$ cat src/rtl/ctd_pkg.sv
package ctd_pkg;

  // width of the hex chunk size register
  localparam int SIZE_BITS = 32;
  // width of the decoded length counter
  localparam int LENGTH_BITS = 24;

  // framing characters
  localparam logic [7:0] CH_SEMI = 8'h3b;
  localparam logic [7:0] CH_CR   = 8'h0d;
  localparam logic [7:0] CH_LF   = 8'h0a;

  // status codes carried on the result channel
  localparam logic [1:0] STATUS_BUSY  = 2'd0;
  localparam logic [1:0] STATUS_DONE  = 2'd1;
  localparam logic [1:0] STATUS_ERROR = 2'd2;

  // framing phase
  typedef enum logic [3:0] {
    PH_SIZE    = 4'd0,
    PH_SIZE_LF = 4'd1,
    PH_EXT     = 4'd2,
    PH_EXT_CR  = 4'd3,
    PH_DATA    = 4'd4,
    PH_DATA_CR = 4'd5,
    PH_DATA_LF = 4'd6,
    PH_DONE    = 4'd7,
    PH_ERROR   = 4'd8
  } phase_t;

  // one decoded result beat
  typedef struct packed {
    logic [7:0]             data_byte;
    logic                   data_valid;
    logic [1:0]             status;
    logic [LENGTH_BITS-1:0] decoded_length;
  } ctd_result_t;

endpackage

$ cat src/rtl/ctd_core.sv
module ctd_core import ctd_pkg::*; (
  input  logic        clk,
  input  logic        rst,
  input  logic        en,
  input  logic [7:0]  in_byte,
  input  logic        last_byte,
  output ctd_result_t res
);

  phase_t                 phase, phase_next;
  logic [SIZE_BITS-1:0]   size_acc, size_acc_next;
  logic [SIZE_BITS-1:0]   remaining, remaining_next;
  logic                   digit_seen, digit_seen_next;
  logic [LENGTH_BITS-1:0] emitted, emitted_next;

  logic       is_hex;
  logic [3:0] hex_val;
  logic       size_line_done;

  // hex digit decode, either case
  always_comb begin
    is_hex  = 1'b0;
    hex_val = 4'd0;
    if (in_byte >= 8'h30 && in_byte <= 8'h39) begin
      is_hex  = 1'b1;
      hex_val = 4'(in_byte - 8'h30);
    end else if (in_byte >= 8'h41 && in_byte <= 8'h46) begin
      is_hex  = 1'b1;
      hex_val = 4'(in_byte - 8'h37);
    end else if (in_byte >= 8'h61 && in_byte <= 8'h66) begin
      is_hex  = 1'b1;
      hex_val = 4'(in_byte - 8'h57);
    end
  end

  // next phase and datapath
  always_comb begin
    phase_next      = phase;
    size_acc_next   = size_acc;
    remaining_next  = remaining;
    digit_seen_next = digit_seen;
    emitted_next    = emitted;
    size_line_done  = 1'b0;
    case (phase)
      PH_SIZE: begin
        if (is_hex) begin
          if (size_acc[SIZE_BITS-1 -: 4] != 4'd0) begin
            phase_next = PH_ERROR;
          end else begin
            size_acc_next   = {size_acc[SIZE_BITS-5:0], hex_val};
            digit_seen_next = 1'b1;
          end
        end else if (in_byte == CH_SEMI) begin
          phase_next = PH_EXT;
        end else if (in_byte == CH_CR) begin
          phase_next = PH_SIZE_LF;
        end else begin
          phase_next = PH_ERROR;
        end
      end
      PH_SIZE_LF: begin
        if (in_byte == CH_LF) size_line_done = 1'b1;
        else phase_next = PH_ERROR;
      end
      PH_EXT: begin
        if (in_byte == CH_CR) phase_next = PH_EXT_CR;
      end
      PH_EXT_CR: begin
        if (in_byte == CH_LF) size_line_done = 1'b1;
        else if (in_byte != CH_CR) phase_next = PH_EXT;
      end
      PH_DATA: begin
        if (emitted != {LENGTH_BITS{1'b1}}) emitted_next = emitted + 1'b1;
        remaining_next = remaining - 1'b1;
        if (remaining == SIZE_BITS'(1)) phase_next = PH_DATA_CR;
      end
      PH_DATA_CR: begin
        if (in_byte == CH_CR) phase_next = PH_DATA_LF;
        else phase_next = PH_ERROR;
      end
      PH_DATA_LF: begin
        if (in_byte == CH_LF) begin
          size_acc_next   = '0;
          digit_seen_next = 1'b0;
          phase_next      = PH_SIZE;
        end else begin
          phase_next = PH_ERROR;
        end
      end
      PH_DONE: begin
        phase_next = PH_DONE;
      end
      default: begin
        phase_next = PH_ERROR;
      end
    endcase

    // end of a size line: error, final chunk, or data
    if (size_line_done) begin
      if (!digit_seen) begin
        phase_next = PH_ERROR;
      end else if (size_acc == '0) begin
        phase_next = PH_DONE;
      end else begin
        remaining_next = size_acc;
        phase_next     = PH_DATA;
      end
    end
  end

  // result for this beat
  always_comb begin
    res.data_valid     = (phase == PH_DATA);
    res.data_byte      = (phase == PH_DATA) ? in_byte : 8'd0;
    res.decoded_length = emitted_next;
    if (phase_next == PH_DONE) res.status = STATUS_DONE;
    else if (phase_next == PH_ERROR || last_byte) res.status = STATUS_ERROR;
    else res.status = STATUS_BUSY;
  end

  // state update; a last beat starts a fresh body
  always_ff @(posedge clk) begin
    if (rst || (en && last_byte)) begin
      phase      <= PH_SIZE;
      size_acc   <= '0;
      remaining  <= '0;
      digit_seen <= 1'b0;
      emitted    <= '0;
    end else if (en) begin
      phase      <= phase_next;
      size_acc   <= size_acc_next;
      remaining  <= remaining_next;
      digit_seen <= digit_seen_next;
      emitted    <= emitted_next;
    end
  end

endmodule

$ cat config.mk
export PLATFORM = sky130hd
export DESIGN_NAME = ctd_core
export DESIGN_NICKNAME = d
export VERILOG_FILES = /design/src/rtl/ctd_pkg.sv /design/src/rtl/ctd_core.sv
export SDC_FILE = /design/constraint.sdc
export NUM_CORES = 1
export LEC_CHECK = 0
export BUFFER_PORTS_ARGS = -buffer_cell sky130_fd_sc_hd__buf_2
export CORE_ASPECT_RATIO = 0.6
export CORE_UTILIZATION = 25
export DETAILED_ROUTE_END_ITERATION = 8
export GPL_TIMING_DRIVEN = 0
export PLACE_DENSITY = 0.47
export SLEW_MARGIN = 20
export SYNTH_ARGS = -nofsm -noshare
export SYNTH_HDL_FRONTEND = slang
export SYNTH_SLANG_ARGS = --single-unit
$ cat constraint.sdc
create_clock -name clk -period 3.8 [get_ports clk]
set_clock_uncertainty 0.1 [all_clocks]
set_input_delay 0.76 -clock clk [delete_from_list [all_inputs] [get_ports clk]]
set_output_delay 0.76 -clock clk [all_outputs]
set_load 0.03 [all_outputs]
# Yosys cells after proc, flatten, opt, wreduce, memory -nomap -nowiden
# Cells that the tools add are included.
[word_totals] ff_bits=93 output_inout_bits=35 inputBits=12
[op_classes] magnitude_cmp=6 muxes=40 eq_ne=18 addsub=5 reduce_logical=12
[ops] cell="two-way mux 32 bit" n=7
[ops] cell="two-way mux 4 bit" n=16
[ops] cell="one-hot mux 32 bit (2 select lines)" n=1
[ops] cell="two-way mux 24 bit" n=2
[ops] cell="== test 32 x 1 -> 1 bit, second input constant" n=1
[ops] cell="logical NOT 32 bit" n=1
[ops] cell="one-hot mux 4 bit (8 select lines)" n=1
[ops] cell="subtractor 32 x 1 -> 32 bit, second input constant" n=1
[ops] cell="adder 24 x 1 -> 24 bit, second input constant" n=1
[ops] cell="inequality test 24 bit, second input constant" n=1
[ops] cell="== test 4 x 3 -> 1 bit, second input constant" n=5
[ops] cell="== test 8 x 4 -> 1 bit, second input constant" n=2
[ops] cell="greater-or-equal comparator 8 x 7 -> 1 bit, second input constant" n=2
[ops] cell="<= comparator 8 x 7 -> 1 bit, second input constant" n=2
[ops] cell="== test 4 x 2 -> 1 bit, second input constant" n=2
[ops] cell="== test 8 x 6 -> 1 bit, second input constant" n=1
[ops] cell="greater-or-equal comparator 8 x 6 -> 1 bit, second input constant" n=1
[ops] cell="<= comparator 8 x 6 -> 1 bit, second input constant" n=1
[ops] cell="two-way mux 1 bit" n=8
[ops] cell="two-way mux 8 bit" n=1
[ops] cell="inequality test 8 x 4 -> 1 bit, second input constant" n=1
[ops] cell="subtractor 4 x 3 -> 4 bit, second input constant" n=2
[ops] cell="two-way mux 2 bit" n=3
[ops] cell="inequality test 2 bit, second input constant" n=3
[ops] cell="11 further kinds" n=15

# Logic depth before layout (Yosys ltp)
# Gate-level depths: netlist of run 1.
[depth] word_depth=12 ltp_mapped=10 mapped_depth_nobuf=8

# Least setup slack after synthesis of run 1
# No wires, ideal clock.
[synth_path] kind="input -> output" startpoint="input in_byte[1]" endpoint="output res[25] (netlist name)" path_buffers=0 arrival_ns=2.932 setup_slack_ns=0.008 stages=8 cell_sequence="inv_1 > ha_1 > nor4b_1 > a41oi_1 > o22ai_1 > a22oi_1 > a211oi_1 > a21oi_1"
[synth_lines] item="start, declared" line_no="ctd_core.sv:5" text="input logic [7:0] in_byte,"
[synth_lines] item="end, declared" line_no="ctd_core.sv:7" text="output ctd_result_t res"

==> results of run 1 <==
==> cell families (layout without fill, tap and decap cells) <==
group	Yosys count	count (layout)
adders and majority gates	7	7
AOI/OAI and AO/OA	185	185
buffers and inverters	72	142
DFF	93	93
xor gates and xnor gates	38	38
and+or+nand+nor	308	308
muxes	1	1
==> cell usage after synthesis, types with 2 or more instances <==
master and n:
o21ai_0 39, dfxtp_1 93, o31a_1 2, nor4_1 25, inv_1 20, buf_1 4
nor3_1 27, a22o_1 14, and2_1 12, a21o_1 3, or4_1 3, nand4_1 12
o31ai_1 9, nor3b_1 3, nor2b_1 4, nand3_1 53, a31oi_1 3, clkbuf_1 39
nand4b_1 2, buf_2 2, a211oi_1 4, a41oi_1 2, xnor2_1 23, ha_1 7
a22oi_1 19, nand2b_1 5, nor2_1 72, or3_1 9, and3_1 8, a2bb2oi_1 8
nand2_1 57, a21oi_1 37, o21ai_1 27, or2_2 3, xor2_1 15, o2bb2ai_1 4
and4_1 5, buf_6 4
==> stage by stage <==
stage                     total power [mW]  util, %  setup WS [ns]  TNS (ns)  cells
after floorplan                       1.20        -        0.00829         0    704
after global placement                1.29     28.3        -0.0232   -0.0778   1028
after detailed placement              1.29     28.3        -0.0290   -0.0985   1028
after CTS                             2.23     30.1         0.0124         0   1047
after global routing                  2.32     30.6        0.00200         0   1053
final                                 2.23     30.6          0.185         0   1053
==> sequential cells by signal, summed over array words and instances, names as in the netlist <==
register,count
remaining,32
emitted,24
digit_seen,1
size_acc,32
phase,4
==> worst min-delay path by stage <==
stage,startpoint,end
floorplan,digit_seen,digit_seen
global placement,remaining[28],remaining[28]
detailed placement,remaining[28],remaining[28]
CTS,remaining[28],remaining[28]
global route,size_acc[1],size_acc[1]
finish,remaining[28],remaining[28]
==> metal layers <==
metal,track usage (%),wire [µm],vias to the layer above
met3,6.48,1860,8
li1,-,-,2693
met2,20.2,6870,220
met1,30.1,10900,2718
met5,0,0,-
met4,2.80,76,0
==> tightest hold or removal path, cell delays in order (launching register included) <==
cell and delay, ns:
dfxtp_1 0.31, o21ai_0 0.07, a21oi_1 0.06
==> power by group through the flow <==
| stage | clock network, mW | logic, mW | registers, mW |
|---|---|---|---|
| 2_1_floorplan | 0 | 0.186 | 1.01 |
| 3_3_place_gp | 0 | 0.271 | 1.02 |
| 3_5_place_dp | 0 | 0.270 | 1.02 |
| 4_1_cts | 0.959 | 0.279 | 0.996 |
| 5_1_grt | 1.00 | 0.312 | 0.998 |
| 6_report | 0.943 | 0.288 | 0.998 |
==> timing repair <==
item                                    CTS  global route
pin swaps                                 0             2
gates resized for setup                  14            17
endpoints found under the setup margin   23            20
buffers inserted                          3             7
hold buffers                              0             0
==> cell usage in the layout (no fill, tap or decap), types with 13 or more instances in the layout <==
master    synthesis  routed
dfxtp_1          93      90
nor2_1           72      72
nand2_1          57      57
nand3_1          53      51
buf_2             2      46
o21ai_0          39      39
clkbuf_1         39      38
a21oi_1          37      37
o21ai_1          27      27
nor3_1           27      26
xnor2_1          23      23
inv_1            20      20
nor4_1           25      20
a22oi_1          19      19
xor2_1           15      15
a22o_1           14      14
buf_4             1      13
==> cell type report <==
type	instances	share of cell area, %
inverters	21	1.24
clock buffers	11	3.77
well taps	279	5.42
repair buffers	55	4.70
flip-flops and latches	93	29.0
multi-input cells	539	51.3
clock inverters	5	0.932
plain buffers	50	3.65
==> metrics.txt, run 1 <==
WP data arrival 2.76 ns; H-tree Lvls 3; Reg-to-Reg Start size_acc[0]; Post-route DRC 0; Crit path depth 9; CP startpoint emitted[3]; Fillers 2,296; clock sink count 93; Placer Congestion 0.916; die area 0.0221 mm²; placed inst area 0.00596 mm²; max cap viols 0; largest net degree at the start of global routing 16; diode count 0; area of the multi-input gates 0.00330 mm²; worst hold path class register to register; drt first pass iters 6; share of layout cells above drive strength 1 13.7%; Reg power frac 44.8%; Worst Hold Depth 2; vias per cell 5.36; switching part of the total 28.1%; worst-path maximum fanout 8; Max Root-Sink Buffers 2; reg2reg setup slack 0.76 ns; asr flop ratio synth 0%; Adder-Cell Fraction of Synth Area 1.63%; Routed WL per cell 18.7 µm; first-pass GRT wire length 29,900 µm; Simple-Gate Fraction of Synth Area 29.4%; EDFF count, synth 0; synth top area cells dfxtp_1, nor2_1, nand3_1; Inserted Clock Buffers 9; Startpoint Class register; Finished Cell Area 0.00644 mm²; area fraction in compound gates after synthesis 22.3%; Detail Route Antenna Nets 0; RSZ-0062 raised after global routing no; top-area cell type share of the netlist area 34.6%; GRT overflow 0; FF/Latch Area 0.00187 mm²; R2R Path End remaining[0]; vias in the first global route 4,906; Post-Route WL 19,700 µm; run status complete, no violations; register area share after synthesis 34.6%; clock share of power 42.3%; area leader, netlist dfxtp_1; Top-Level Pins 47; Worst slew margin 33.6%; die height 116 µm; Chip Width 191 µm; nets@finish 788; Period minus WS final 3.62 ns; Initial Util 25.6%; largest family of logic cells by synthesized area simple AND/OR/NAND/NOR gates; maximum clock frequency 0.277 GHz; post-DP HPWL 14,200 µm; sw power 626 µW; Syn Nets 723; area grow syn2layout 19.7%; clock root cell clkbuf_16; worst vdd ir 0.000223 V; register bit total from synthesis 93; Pleak 2.28 nW; CP required 2.94 ns; Main synth FF type dfxtp_1; Internal Pwr Total 1.60 mW; core region area 0.0210 mm²; Bufs and invs on worst path 3; slowest CP cell or4_1; initial antenna violation count 0; Worst-Margin Slew 0.995 ns; Reg clk slew, reported paths 0.07 ns; Rows 41; worst-skew pair later-pin latency 0.35 ns; Worst Reg-to-Reg Cells 7; power density over the cells 346 mW/mm²; DR iter-0 viols 565; crit path to res[22]; Worst setup EP type primary output; routed vias 5,639; Ys Warns 0; period utilisation layout 95.1%; Final Max Slew Viols 0; crit-path leading delay family simple AND/OR/NAND/NOR gates; Syn Inst Count 704; Buffers on Ports 45; Netlist cell types 64; total global routing track utilization 18.0%; xor and xnor fraction of the mapped netlist area 6.18%; mux share of post-synthesis cell area 0.209%; CTS tree built; critical-path cell list buf_6 -> nand4_4 -> or4_1 -> buf_4 -> or4_4 -> nor2_4 -> and3_1 -> xor2_1 -> buf_2; syn avg cell area 7.64 µm²; Setup violations, final 0; Cell Area, Synth 0.00538 mm²; CP max stage delay 0.48 ns; final hold vios 0; worst hold margin 0.377 ns; WS Path Type register to primary output; Logic pwr share 12.9%
Note: power is estimated with default switching activity, not from simulation.
==> inputs of run 2 (changes only) <==
--- a/config.mk
+++ b/config.mk
@@ -11,6 +11,7 @@
 export DETAILED_ROUTE_END_ITERATION = 8
 export GPL_TIMING_DRIVEN = 0
 export PLACE_DENSITY = 0.47
+export RECOVER_POWER = 50
 export SLEW_MARGIN = 20
 export SYNTH_ARGS = -nofsm -noshare
 export SYNTH_HDL_FRONTEND = slang
==> metrics.txt, run 2 (synthesis results as in run 1) <==
diode count 0; clock sink count 93; Max Root-Sink Buffers 2; slowest CP cell nor4_4; Final Max Slew Viols 0; die height 116 µm; worst hold path class register to register; dpl cells 1,028; CP required 2.94 ns; initial antenna violation count 0; FF/Latch Area 0.00187 mm²; vias in the first global route 4,906; Fillers 2,300; area of the multi-input gates 0.00330 mm²; area grow syn2layout 19.0%; H-tree Lvls 3; wire length on met2 6850 µm; Power, Total 2.22 mW; max cap viols 0; Reg clk slew, reported paths 0.07 ns; Post-Route WL 19,700 µm; setup TNS 0 ns; Post-Route Utilization 30.4%; drt first pass iters 5; DR iter-0 viols 569; largest net degree at the start of global routing 16; WS Path Type register to primary output; Buffers on Ports 45; Pleak 2.26 nW; Period minus WS final 3.63 ns; Finished Cell Area 0.00640 mm²; worst-path maximum fanout 10; CTS tree built; Startpoint Class register; Worst-Margin Slew 1.00 ns; routed vias 5,583; CP max stage delay 0.37 ns; most frequent CP cell clkbuf_1; Met1 Wirelength 10,800 µm; GRT overflow 0; Worst slew margin 33.2%; Routed WL per cell 18.7 µm; Inserted Clock Buffers 9; commonest non-fill, non-tap cell in the layout dfxtp_1; period utilisation layout 95.6%; run status complete, no violations; final hold vios 0; nets@finish 788; Worst setup EP type primary output; Top-Level Pins 47; largest registers remaining (32), size_acc (32), emitted (24); die area 0.0221 mm²; RSZ-0062 raised after global routing no; clock root cell clkbuf_16; critical-path cell list clkbuf_1 -> nor4_4 -> nand4b_1 -> clkbuf_1 -> nor2_1 -> nand3_1 -> a211oi_2 -> a21oi_1 -> buf_2; worst vdd ir 0.000220 V; first-pass GRT wire length 29,900 µm; Rows 41; Placer Congestion 0.916; max layer used met4; total global routing track utilization 18.0%; maximum clock frequency 0.275 GHz; share of layout cells above drive strength 1 12.7%; Post-route DRC 0; WP data arrival 2.77 ns; core region area 0.0210 mm²; Cell Count, Final, Fillers Out 1,053; met3 WL 1950 µm; Initial Util 25.6%; Chip Width 191 µm; post-DP HPWL 14,200 µm; placed inst area 0.00596 mm²; vias per cell 5.30; Setup violations, final 0; power density over the cells 347 mW/mm²; Detail Route Antenna Nets 0; most frequent cells in the layout dfxtp_1, nor2_1, o21ai_0, nand2_1, nand3_1; worst-skew pair later-pin latency 0.35 ns
run 2: cell types whose count changed in the layout (fill, tap and decap cells not counted), sizes merged:
cell and change:
clkbuf +10, buf -10
run 2: final timing paths:
path / start / to / slack (ns) / cells past startpoint
max: remaining[2] / res[25] / 0.17 / 9
min: remaining[28] / remaining[28] / 0.38 / 2
max reg2reg: size_acc[0] / remaining[0] / 0.77 / 7
min reg2reg: remaining[28] / remaining[28] / 0.38 / 2
run 2: routing by layer:
metal	up-vias	track usage (%)
met5	-	0
met4	0	2.80
met3	11	6.48
met2	198	20.2
met1	2683	30.1
li1	2691	-
run 2: critical path, delay by kind of cell, from the launching register on:
kind | cells | cell delay [ns]
flops | 1 | 0.30
buf+inv | 3 | 0.70
simple gates | 4 | 1.00
compound gates | 2 | 0.42
run 2: stage by stage:
| stage | worst slack [ns] | hold slack [ns] |
|---|---|---|
| floorplan | 0.00829 | 0.342 |
| finish | 0.166 | 0.375 |
| global route | 0.00200 | 0.411 |
| detailed placement | -0.0290 | 0.366 |
| global placement | -0.0232 | 0.365 |
| CTS | 0.0124 | 0.375 |
run 2: report_power, final:
| part | switching, mW | internal [mW] | total, mW |
|---|---|---|---|
| Clock | 0.411 | 0.530 | 0.942 |
| Sequential | 0.0133 | 0.984 | 0.998 |
| Combinational | 0.199 | 0.0857 | 0.285 |
run 2: area by class of cell:
class                           instances  area share, %
Buffer                                 50           3.15
Tap cell                              279           5.45
Inverter                               21           1.25
Timing Repair Buffer                   55           4.63
Multi-Input combinational cell        539           51.6
Sequential cell                        93           29.2
Clock buffer                           11           3.79
Clock inverter                          5          0.938
run 2: repair_timing:
item                                    4_1_cts  5_1_grt
hold buffers                                  0        0
resized for setup                            14       17
buffers inserted                              3        7
endpoints found under the hold margin         0        0
pin swaps                                     0        2
endpoints found under the setup margin       23       20
==> inputs of run 3 (changes only) <==
--- a/config.mk
+++ b/config.mk
@@ -5,13 +5,15 @@
 export SDC_FILE = /design/constraint.sdc
 export NUM_CORES = 1
 export LEC_CHECK = 0
+export ABC_AREA = 1
 export BUFFER_PORTS_ARGS = -buffer_cell sky130_fd_sc_hd__buf_2
 export CORE_ASPECT_RATIO = 0.6
-export CORE_UTILIZATION = 25
+export CORE_UTILIZATION = 60
 export DETAILED_ROUTE_END_ITERATION = 8
 export GPL_TIMING_DRIVEN = 0
-export PLACE_DENSITY = 0.47
+export PLACE_DENSITY = 0.86
 export RECOVER_POWER = 50
+export SKIP_CTS_REPAIR_TIMING = 1
 export SLEW_MARGIN = 20
 export SYNTH_ARGS = -nofsm -noshare
 export SYNTH_HDL_FRONTEND = slang
==> metrics.txt, run 3 <==
worst-skew pair later-pin latency 0.35 ns; worst hold path class register to register; worst-path maximum fanout 10; CP startpoint emitted[0]; final hold vios 0; crit-path leading delay family simple AND/OR/NAND/NOR gates; die height 83.2 µm; top-area cell type share of the netlist area 28.2%; slowest CP cell dfxtp_1; Post-Route WL 20,200 µm; Main synth FF type dfxtp_1; initial antenna violation count 0; Bufs and invs on worst path 3; Reg-to-Reg Start phase[2]; clock sink count 93; total global routing track utilization 37.3%; area grow syn2layout 8.99%; Inserted Clock Buffers 9; most frequent cell after synthesis nand2_1; CP max stage delay 0.53 ns; vias per cell 5.61; Buffers on Ports 45; synth top area cells dfxtp_1, nand2_1, inv_1; Adder-Cell Fraction of Synth Area 1.33%; reg2reg setup slack 0.77 ns; nets@finish 1,201; die area 0.0114 mm²; H-tree Lvls 3; post-DP HPWL 15,700 µm; maximum clock frequency 0.270 GHz; hold_sp size_acc[30]; drt first pass iters 6; Final Max Slew Viols 0; Pleak 3.42 nW; WS Path Type register to primary output; Worst slew margin 53.1%; period utilisation layout 97.4%; Finished Cell Area 0.00719 mm²; Ys Warns 0; commonest non-fill, non-tap cell in the layout nand2_1; power density over the cells 331 mW/mm²; Syn Nets 1,145; Top-Level Pins 47; Chip Width 137 µm; routed vias 7,433; area fraction in compound gates after synthesis 12.6%; RSZ-0062 raised after global routing no; worst vdd ir 0.000246 V; mux share of post-synthesis cell area 0%; EDFF count, synth 0; diode count 0; Max Root-Sink Buffers 2; Power, Total 2.38 mW; Worst Hold End size_acc[30]; max cap viols 0; Rows 29; Worst setup EP type primary output; vias in the first global route 6,524; largest net degree at the start of global routing 16; Startpoint Class register; Setup violations, final 0; clock root cell clkbuf_16; largest family of logic cells by synthesized area simple AND/OR/NAND/NOR gates; Netlist cell types 34; asr flop ratio synth 0%; area leader, netlist dfxtp_1; syn avg cell area 5.86 µm²; Routed WL per cell 15.3 µm; placed inst area 0.00700 mm²; Post-route DRC 0; Placer Congestion 1.01; xor and xnor fraction of the mapped netlist area 3.72%; WP data arrival 2.84 ns; most frequent CP cell nand2_1; CP required 2.94 ns; critical-path cell list ha_1 -> nand2_1 -> nor2_4 -> nand2_1 -> nor2_1 -> nand2_2 -> inv_2 -> buf_4 -> o21ai_0 -> nand2_1 -> buf_2; Syn Inst Count 1,126; R2R Path End size_acc[24]; setup TNS 0 ns; register area share after synthesis 28.2%; Initial Util 62.0%; core region area 0.0106 mm²; largest registers remaining (32), size_acc (32), emitted (24); Commonest cells post-synth nand2_1, inv_1, nor2_1; register bit total from synthesis 93; first-pass GRT wire length 32,800 µm; GRT overflow 0; Period minus WS final 3.70 ns; Worst-Margin Slew 0.704 ns; Detail Route Antenna Nets 0; Worst Reg-to-Reg Cells 10; Simple-Gate Fraction of Synth Area 41.2%; DR iter-0 viols 1,011; share of layout cells above drive strength 1 9.78%; Worst Hold Depth 2; run status complete, no violations; Cell Area, Synth 0.00660 mm²; Reg clk slew, reported paths 0.07 ns; CTS tree built; most frequent cells in the layout nand2_1, inv_1, nor2_1, nand3_1, dfxtp_1
run 3: cell types whose count changed in the layout (fill, tap and decap cells not counted), sizes merged, moves of 12 or more:
cell	change
clkbuf	-19
nor2	+59
a21oi	+58
xnor2	-21
nor3	-12
a22oi	-19
inv	+150
nor4	-27
nand3	+55
nand2	+293
a22o	-14
run 3: stage by stage:
stage          setup slack, ns  std cells  util, %  hold WS, ns
2_1_floorplan            0.565       1126        -        0.344
3_3_place_gp             0.616       1310     65.8        0.355
3_5_place_dp             0.613       1310     65.8        0.364
4_1_cts                  0.299       1325     68.4        0.373
5_1_grt                 0.0557       1325     67.6        0.406
6_report                0.0987       1325     67.6        0.381
run 3: final cells by class:
| cell class | instances | area, µm² |
|---|---|---|
| sequential | 93 | 1860 |
| clock buffer | 11 | 243 |
| clock inverter | 4 | 32.5 |
| multi-input combinational | 820 | 3830 |
| buffer | 44 | 193 |
| timing repair buffer | 45 | 224 |
| inverter | 169 | 634 |
| tap | 139 | 174 |
| fill | 1017 | 3440 |
run 3: cell families (layout without fill, tap and decap cells):
group                    count (synthesis)  count (layout)
AND/OR/NAND/NOR                        631             631
flip-flops                              93              93
AO/OA/AOI/OAI                          154             154
buffers and inverters                  213             273
XOR/XNOR                                28              28
adder cells (fa/ha/maj)                  7               7
run 3: layer usage:
layer / GRT usage [%] / part of all wire, % / vias up
li1: - / - / 3634
met1: 58.1 / 48 / 3320
met2: 47.1 / 36 / 448
met3: 12.8 / 14 / 31
met4: 8.99 / 1.5 / 0
met5: 0 / 0 / -
run 3: worst min-delay path, stage by stage (launching register included):
cell and delay, ns:
dfxtp_1 0.31, nand2_1 0.07, a21oi_1 0.06
run 3: worst max path at each step:
stage	to	slack, ns	cells after the start
2_1_floorplan	res[25]	0.57	11
3_3_place_gp	res[24]	0.62	11
3_5_place_dp	res[24]	0.61	11
4_1_cts	res[10]	0.30	11
5_1_grt	res[15]	0.06	11
6_report	res[10]	0.1	11
run 3: power by group:
part / switching (mW) / total, mW / internal [mW]
Clock: 0.412 / 0.874 / 0.462
Sequential: 0.0319 / 1.03 / 1.00
Combinational: 0.339 / 0.476 / 0.137
